===== config.mk =====
export PLATFORM = sky130hd
export DESIGN_NAME = rqs_front
export DESIGN_NICKNAME = d
export VERILOG_FILES = /design/src/hdl/rqs_pkg.sv /design/src/hdl/rqs_front.sv
export SDC_FILE = /design/constraint.sdc
export NUM_CORES = 1
export LEC_CHECK = 0
export BUFFER_PORTS_ARGS = -buffer_cell sky130_fd_sc_hd__buf_4
export CAP_MARGIN = 10
export CORE_MARGIN = 2
export CORE_UTILIZATION = 52
export CTS_BUF_LIST = sky130_fd_sc_hd__clkbuf_4 sky130_fd_sc_hd__clkbuf_8 sky130_fd_sc_hd__clkbuf_16
export DETAILED_ROUTE_END_ITERATION = 8
export PLACE_DENSITY = 0.77
export SLEW_MARGIN = 20
export SYNTH_ARGS = -nofsm -noshare
export SYNTH_HDL_FRONTEND = slang
export SYNTH_SLANG_ARGS = --single-unit

===== constraint.sdc =====
create_clock -name clk_i -period 2.5 [get_ports clk_i]
set_clock_uncertainty 0.15 [all_clocks]
set_input_delay 0.5 -clock clk_i [delete_from_list [all_inputs] [get_ports clk_i]]
set_output_delay 0.5 -clock clk_i [all_outputs]
set_load 0.05 [all_outputs]

===== src/hdl/rqs_pkg.sv =====
// ----------------------------------------------------------------------------
// rqs_pkg
// Shared sizes, codes and the request record of the ready-queue scheduler.
// ----------------------------------------------------------------------------
package rqs_pkg;

  localparam int NUM_CORES   = 4;
  localparam int QUEUE_DEPTH = 64;
  localparam int NUM_THREADS = 256;
  localparam int NUM_PRIOS   = 5;

  localparam int NUM_Q  = NUM_CORES * NUM_PRIOS;
  localparam int Q_W    = $clog2(NUM_Q);
  localparam int IDX_W  = $clog2(QUEUE_DEPTH);
  localparam int CNT_W  = $clog2(QUEUE_DEPTH + 1);
  localparam int SA_W   = $clog2(NUM_Q * QUEUE_DEPTH);
  localparam int TH_W   = $clog2(NUM_THREADS);
  localparam int CORE_W = (NUM_CORES > 1) ? $clog2(NUM_CORES) : 1;

  localparam int CMD_W  = 2;
  localparam int TID_W  = 8;
  localparam int PRIO_W = 3;
  localparam int CNUM_W = 3;
  localparam int ST_W   = 2;

  typedef enum logic [CMD_W-1:0] {
    CMD_ENQ   = 2'd0,
    CMD_PICK  = 2'd1,
    CMD_BLOCK = 2'd2
  } cmd_e;

  typedef enum logic [1:0] {
    OP_ENQ,
    OP_PICK,
    OP_BLOCK,
    OP_NOP
  } op_e;

  typedef enum logic [ST_W-1:0] {
    ST_OK   = 2'd0,
    ST_PRIO = 2'd1,
    ST_FULL = 2'd2
  } st_e;

  typedef struct packed {
    op_e                op;
    logic [TID_W-1:0]   tid;
    logic               tid_bad;
    logic               prio_bad;
    logic [Q_W-1:0]     q;
    logic [CORE_W-1:0]  qc;
    logic [CNUM_W-1:0]  core;
  } req_t;

endpackage


===== src/hdl/rqs_front.sv =====
// ----------------------------------------------------------------------------
// rqs_front
// Accepts commands, decodes them into requests and buffers two of them.
// ----------------------------------------------------------------------------
module rqs_front import rqs_pkg::*; (
  input  logic               clk_i,
  input  logic               rst_ni,
  input  logic               in_valid_i,
  output logic               in_ready_o,
  input  logic [CMD_W-1:0]   cmd_i,
  input  logic [TID_W-1:0]   thread_num_i,
  input  logic [PRIO_W-1:0]  prio_level_i,
  input  logic [CNUM_W-1:0]  core_num_i,
  output logic               req_valid_o,
  input  logic               req_pop_i,
  output req_t               req_o
);

  req_t              dec;
  req_t              fifo_q [2];
  logic              wptr_q;
  logic              rptr_q;
  logic [1:0]        cnt_q;
  logic              push;
  logic              pop;

  always_comb begin
    dec          = '0;
    dec.tid      = thread_num_i;
    dec.core     = core_num_i;
    dec.tid_bad  = (32'(thread_num_i) >= NUM_THREADS);
    dec.prio_bad = (32'(prio_level_i) >= NUM_PRIOS);
    // out-of-range core falls back to core 0
    dec.qc       = (32'(core_num_i) < NUM_CORES) ? CORE_W'(core_num_i) : '0;
    dec.q        = Q_W'(32'(dec.qc) * NUM_PRIOS + 32'(prio_level_i));
    case (cmd_i)
      CMD_ENQ:   dec.op = OP_ENQ;
      CMD_PICK:  dec.op = OP_PICK;
      CMD_BLOCK: dec.op = OP_BLOCK;
      default:   dec.op = OP_NOP;
    endcase
  end

  assign in_ready_o  = (cnt_q != 2'd2);
  assign req_valid_o = (cnt_q != 2'd0);
  assign req_o       = fifo_q[rptr_q];
  assign push        = in_valid_i && in_ready_o;
  assign pop         = req_pop_i && req_valid_o;

  always_ff @(posedge clk_i) begin
    if (push) begin
      fifo_q[wptr_q] <= dec;
    end
  end

  always_ff @(posedge clk_i or negedge rst_ni) begin
    if (!rst_ni) begin
      wptr_q <= 1'b0;
      rptr_q <= 1'b0;
      cnt_q  <= 2'd0;
    end else begin
      if (push) wptr_q <= ~wptr_q;
      if (pop)  rptr_q <= ~rptr_q;
      cnt_q <= cnt_q + 2'(push) - 2'(pop);
    end
  end

endmodule


==> summary.txt, run 1 <==
Routing
  • Count of routing violations after the opening detailed-route iteration: 41
  • Remaining DRCs: 0
  • Total routed wirelength: 3140 microns
  • Number of antenna-violating nets in the routed design: 0
  • First drt pass iteration count: 4
  • Number of vias after detailed routing: 1051
  • Vias/cell: 5.05
  • Routed length per placed instance: 15.1 microns

Timing
  • Fmax: around 440 MHz
  • Final Hold Violating Endpoints: 0
  • Hold Slack: 238 ps
  • Portion of the clock cycle consumed by the worst path in the final layout: 0.907
  • Setup repair after global routing missed its margin: no
  • Total count of max-transition violations in the final report: 0
  • Setup violators final: 0
  • Final worst path period need: 2270 ps
  • Final setup TNS: 0 ps

Global route
  • Antenna violations before repair: 0
  • Vias in the first global route: 1102
  • First-pass GRT wire length: 5180 microns
  • Total GRT Usage: 0.172
  • Maximum number of pins on one net before global-route repair: 22
  • Global route overflow: 0

Setup path
  • Crit Path Class: register to primary output
  • Data required time at the worst endpoint: 1850 ps
  • Top Family by Delay on Critical Path: flip-flops
  • Worst Path Max Fanout: 15
  • Slowest stage cell, crit path: sky130_fd_sc_hd__dfrtp_1
  • Arrival @ worst endpoint: 1620 ps
  • Buffers and inverters on the worst path: 2
  • Cells traversed along the worst timing path: buf_12 -> mux2_2 -> buf_4
  • Nature of the critical path startpoint: register
  • Longest individual stage delay on the worst path: 570 ps
  • Critical path capture point type: primary output

Power
  • Sequential Power Share: 0.367
  • Largest vdd supply drop: approximately 0.83 mV
  • Net switching power of the design: around 1.3 mW
  • Power share of the clock group: 0.172
  • Cell-internal power: 1.90 mW
  • Switching part of the total: 0.399
  • Leakage dissipation: 0.965 nW
  • Combinational fraction of design power: 0.461
  • Power Dens Cells: roughly 1300 mW/mm^2

Clock tree
  • Post-CTS repair timing setup buffer count: 0
  • Number of clock buffers inserted by TritonCTS: 5
  • TritonCTS clock tree: built
  • Clk pin slew, worst setup/hold paths: 80 ps
  • # clock sinks: 46
  • H-tree levels: 2
  • CTS Root Cell: sky130_fd_sc_hd__clkbuf_8
  • Skew-Pair Late Insertion Delay: 290 ps
  • Max Buffers Root-to-Sink: 2

Final layout
  • Count of inserted antenna diode cells: 0
  • Most frequent standard cell in the layout excluding fill and tap cells: sky130_fd_sc_hd__buf_4
  • Layout cell share with drive strength beyond 1: 0.475
  • Area overhead of the layout relative to synthesis: 27.4%
  • Nets: 186
  • Most frequent cells in the layout: sky130_fd_sc_hd__buf_4 (43), sky130_fd_sc_hd__edfxtp_1 (42), sky130_fd_sc_hd__mux2_2 (21)

Synth
  • Share of the yosys chip area belonging to registers: 0.711
  • Area of the mapped netlist: 0.00191 sq mm
  • Cell variety after synth: 26
  • Syn Inst Count: 111
  • Warnings, synthesis: 0
  • Syn_nets: 138
  • Mean instance size in the synthesized netlist: roughly 17 sq um
  • Post-synthesis register bit count: 46

Placed design
  • Global placer's final weighted congestion: slightly above 0.7
  • Half-perimeter wire length after placement: 2260 microns
  • Buffers added on ports: 42

Die
  • I/O pin cnt: 44
  • Initial core utilization: 0.531
  • Row count: 22
  • Placeable core area: 0.00361 sq mm
  • Die Outline Area: 0.00418 sq mm
  • Die Ht: ~65 microns
  • Die boundary width: 64.7 microns

Flow run
  • Max capacitance violation total: 0

Worst hold path
  • Hold/Removal Path Class: input pin to register

Run status
  • Status: finished clean
-- metal layers --
layer	GRT usage	part of all wire	wire, microns	up-vias
met5	0	0	0	-
met4	0.0878	0.015	48	0
met3	0.0469	0.032	100	4
met2	0.292	0.54	1690	24
met1	0.202	0.41	1300	523
li1	-	-	-	500
-- worst paths after layout --
path	start	endpoint	slack, ps	depth (start not counted)
max	rptr_q	req_o[0]	230	3
min	thread_num_i[4]	fifo_q[1][15]	240	1
max reg2reg	cnt_q[0]	fifo_q[0][5]	730	4
min reg2reg	wptr_q	wptr_q	390	1
max in group asynchronous	rst_ni	rptr_q	1710	2
min in group asynchronous	rst_ni	wptr_q	390	2
-- synth_stat cells, drive strengths merged --
master / count / area (sq um)
o21a: 1 / 7.51
a32oi: 1 / 8.76
ha: 6 / 75.1
clkbuf: 2 / 7.51
nand3: 1 / 5.00
nand2b: 1 / 6.26
a21o: 2 / 15.0
nor2: 3 / 11.3
and3: 1 / 6.26
or2: 1 / 6.26
a211oi: 1 / 7.51
nor2b: 5 / 31.3
xnor2: 4 / 35.0
and2: 1 / 6.26
xor2: 1 / 8.76
o21ai: 1 / 5.00
buf: 3 / 17.5
a21bo: 1 / 10.0
mux2: 21 / 236
inv: 4 / 15.0
fa: 1 / 20.0
edfxtp: 42 / 1260
dfrtp: 4 / 100
conb: 1 / 3.75
nand2: 2 / 7.51
-- state kept, by name, indices dropped and copies added (netlist names) --
register	count
fifo_q	42
cnt_q	2
wptr_q	1
rptr_q	1
-- metrics by stage --
step,util,total power [mW],instances,area [sq um],setup slack (ps)
floorplan,-,2.19,111,1920,310
global placement,0.642,2.61,199,2310,331
detailed placement,0.642,2.65,199,2310,265
CTS,0.676,3.20,208,2440,205
global route,0.676,3.30,208,2440,159
finish,0.676,3.16,208,2440,231
-- worst reg2reg max path, cell delays in order, from the launching register on --
cell and delay, ps:
sky130_fd_sc_hd__dfrtp_1 450, sky130_fd_sc_hd__nand2b_1 180, sky130_fd_sc_hd__nand2_1 110, sky130_fd_sc_hd__nor2_2 380, sky130_fd_sc_hd__buf_12 210
-- final cells by class --
class	count	area [sq um]
sequential	46	1360
fill	249	1170
multi-input combinational	56	515
timing repair buffer	46	373
clock buffer	6	76.3
tap	48	60.1
clock inverter	2	37.5
inverter	4	15.0
-- logic make-up after synthesis --
group                      share of synthesized area
and+or+nand+nor                               0.0418
other                                        0.00196
adders and majority gates                     0.0497
buffers and inverters                         0.0209
muxes                                          0.124
AOI/OAI and AO/OA                             0.0281
DFF                                            0.711
xor gates and xnor gates                      0.0229
-- power by group through the flow --
stage	clock network, mW	logic (mW)	registers [mW]
finish	0.542	1.46	1.16
global placement	0	1.44	1.16
CTS	0.559	1.47	1.16
global route	0.584	1.53	1.18
floorplan	0	1.06	1.14
detailed placement	0	1.47	1.18
-- repair_timing --
item | in CTS | in global routing
hold endpoints to repair | 4 | 0
gates resized for setup | 0 | 0
setup endpoints to repair | 0 | 0
hold buffers | 1 | 0
Power figures use the tool's default switching activity.
==> run 2: changes to the inputs <==
CORE_UTILIZATION = 47   (was 52)
PLACE_DENSITY = 0.74   (was 0.77)
clock period = 2 ns   (was 2.5 ns; I/O delays follow)
==> run 2 against run 1 <==
Compared with the run above: register-to-register slack lost 400 ps; critical path depth is the same; via count grew 0.29%; worst hold slack lost 97 ps; flip-flop and latch count is the same; worst setup slack lost 180 ps; global-route usage shrank 1.7 points; total power grew 21%; die area grew 10%; design area shrank 0.26%; sequential share of layout area grew 0.14 points; non-clock buffer count grew 3; critical path type unchanged; largest power group unchanged; highest routed layer unchanged.
==> summary.txt, run 2 (synthesis results as in run 1) <==
Run status
  • Status: finished clean

Clock tree
  • Number of clock buffers inserted by TritonCTS: 5 (unchanged)
  • H-tree levels: 2 (unchanged)
  • CTS Root Cell: sky130_fd_sc_hd__clkbuf_8
  • Skew-Pair Late Insertion Delay: 290 ps (about the same)
  • Clk pin slew, worst setup/hold paths: 80 ps (about the same)
  • # clock sinks: 46 (unchanged)
  • TritonCTS clock tree: built
  • Max Buffers Root-to-Sink: 2 (unchanged)

Routing
  • First drt pass iteration count: 4 (unchanged)
  • Number of antenna-violating nets in the routed design: 0 (unchanged)
  • Total routed wirelength: 3240 microns (+3.3%)
  • Remaining DRCs: 0 (unchanged)
  • Routed length per placed instance: 15.2 microns (+0.89%)
  • Vias/cell: 4.95 (-2.1%)
  • Number of vias after detailed routing: 1054 (+0.29%)
  • Count of routing violations after the opening detailed-route iteration: 32 (-22%)

Final layout
  • Biggest register: fifo_q
  • Final design utilization: 0.612 (-0.0638)
  • # fillers: 326 (+31%)
  • Most frequent standard cell in the layout excluding fill and tap cells: sky130_fd_sc_hd__buf_4
  • Layout cell share with drive strength beyond 1: 0.485 (+0.00966)
  • Most frequent cells in the layout: sky130_fd_sc_hd__buf_4 (46), sky130_fd_sc_hd__edfxtp_1 (42), sky130_fd_sc_hd__mux2_2 (21)
  • Count of inserted antenna diode cells: 0 (unchanged)
  • Regs by FF count: fifo_q x42, cnt_q x2
  • Nets: 189 (+1.6%)
  • Area overhead of the layout relative to synthesis: 27.1%
  • Max reg flops: 42 (unchanged)

Global route
  • Global route overflow: 0 (unchanged)
  • Total GRT Usage: 0.155 (-0.0169)
  • Maximum number of pins on one net before global-route repair: 22 (unchanged)
  • First-pass GRT wire length: 4840 microns (-6.4%)
  • Antenna violations before repair: 0 (unchanged)
  • Vias in the first global route: 1082 (-1.8%)

Timing
  • Final worst path period need: 1950 ps
  • Fmax: around 500 MHz
  • Final Hold Violating Endpoints: 0 (unchanged)
  • Total count of max-transition violations in the final report: 0 (unchanged)
  • Worst-case setup margin in the final layout: 50.4 ps (-181 ps)
  • Portion of the clock cycle consumed by the worst path in the final layout: 0.975
  • Setup repair after global routing missed its margin: no
  • Setup violators final: 0 (unchanged)
  • Hold Slack: 141 ps (-97.2 ps)

Die
  • Initial core utilization: 0.482 (-0.0488)
  • Die boundary width: 67.8 microns (+4.9%)
  • Row count: 23 (+4.5%)
  • I/O pin cnt: 44 (unchanged)
  • Die Outline Area: 0.00460 sq mm (+10%)
  • Die Ht: 67.8 microns (+4.9%)
  • Placeable core area: 0.00397 sq mm (+10%)

Setup path
  • Buffers and inverters on the worst path: 2 (unchanged)
  • Critical Path Source: rptr_q
  • Reg-to-reg critical path startpoint: cnt_q[0]
  • Worst Path Max Fanout: 15 (unchanged)
  • Top Family by Delay on Critical Path: buffers and inverters
  • Critical path capture point type: primary output
  • Crit Path Class: register to primary output
  • Arrival @ worst endpoint: 1400 ps (-220 ps)
  • Cells traversed along the worst timing path: buf_6 -> mux2_2 -> buf_4
  • Slowest stage cell, crit path: sky130_fd_sc_hd__dfrtp_1
  • Longest individual stage delay on the worst path: 370 ps (-200 ps)
  • Data required time at the worst endpoint: 1450 ps (-400 ps)
  • Nature of the critical path startpoint: register

Placed design
  • Global placer's final weighted congestion: 0.773 (+8.2%)
  • Buffers added on ports: 42 (unchanged)
  • Half-perimeter wire length after placement: 2390 microns (+5.5%)
  • Post-Place Setup Slack: -153 ps (-418 ps)

Worst hold path
  • Worst Hold Launch: thread_num_i[6]
  • Hold/Removal Path Class: input pin to register

Power
  • Power Dens Cells: 1570 mW/mm^2 (+21%)
  • Leakage dissipation: 0.968 nW (+0.30%)
  • Largest vdd supply drop: 0.749 mV (-9.8%)
  • Power consumption: 3.81 mW (+21%)

Flow run
  • Max capacitance violation total: 0 (unchanged)
[run 2: what timing repair did]
| item | 4_1_cts | 5_1_grt |
|---|---|---|
| hold endpoints to repair | 4 | 0 |
| hold buffers | 1 | 0 |
| resized for setup | 1 | 0 |
| setup endpoints to repair | 9 | 0 |
| buffers inserted | 0 | 0 |
[run 2: per-stage QoR]
| step | area [sq um] | instances | setup TNS, ps |
|---|---|---|---|
| 2_1_floorplan | 1920 | 111 | 0 |
| 3_3_place_gp | 2330 | 204 | -112 |
| 3_5_place_dp | 2330 | 204 | -581 |
| 4_1_cts | 2430 | 213 | 0 |
| 5_1_grt | 2430 | 213 | 0 |
| 6_report | 2430 | 213 | 0 |
[run 2: power by group]
part / switching (mW) / total (mW) / internal [mW]
Combinational: 1.20 / 1.85 / 0.649
Sequential: 0.0950 / 1.43 / 1.33
Clock: 0.285 / 0.539 / 0.254
[run 2: routing by layer]
metal  GRT usage  routed length (microns)  vias to the layer above
li1            -                        -                      506
met1       0.156                     1180                      515
met2       0.283                     1820                       28
met3      0.0510                      172                        5
met4      0.0825                       74                        0
met5           0                        0                        -
[run 2: area by class of cell]
type,count,area [sq um],share of cell area
Sequential cell,46,1360,0.560
Multi-Input combinational cell,56,522,0.215
Timing Repair Buffer,49,387,0.159
Clock buffer,6,76.3,0.0314
Tap cell,50,62.6,0.0257
Inverter,4,15.0,0.00617
Clock inverter,2,8.76,0.00360
[run 2: worst register-to-register path, stage by stage, from the launching register on]
cell	delay, ps
sky130_fd_sc_hd__dfrtp_1	450
sky130_fd_sc_hd__nand2b_1	180
sky130_fd_sc_hd__nand2_1	120
sky130_fd_sc_hd__nor2_4	290
sky130_fd_sc_hd__buf_12	200
[run 2: final timing paths]
path | cells after the start | slack [ps] | to
max | 3 | 50 | req_o[1]
min | 1 | 140 | fifo_q[0][17]
max reg2reg | 4 | 330 | fifo_q[0][15]
min reg2reg | 1 | 420 | wptr_q
max in group asynchronous | 2 | 1310 | cnt_q[1]
min in group asynchronous | 2 | 290 | wptr_q
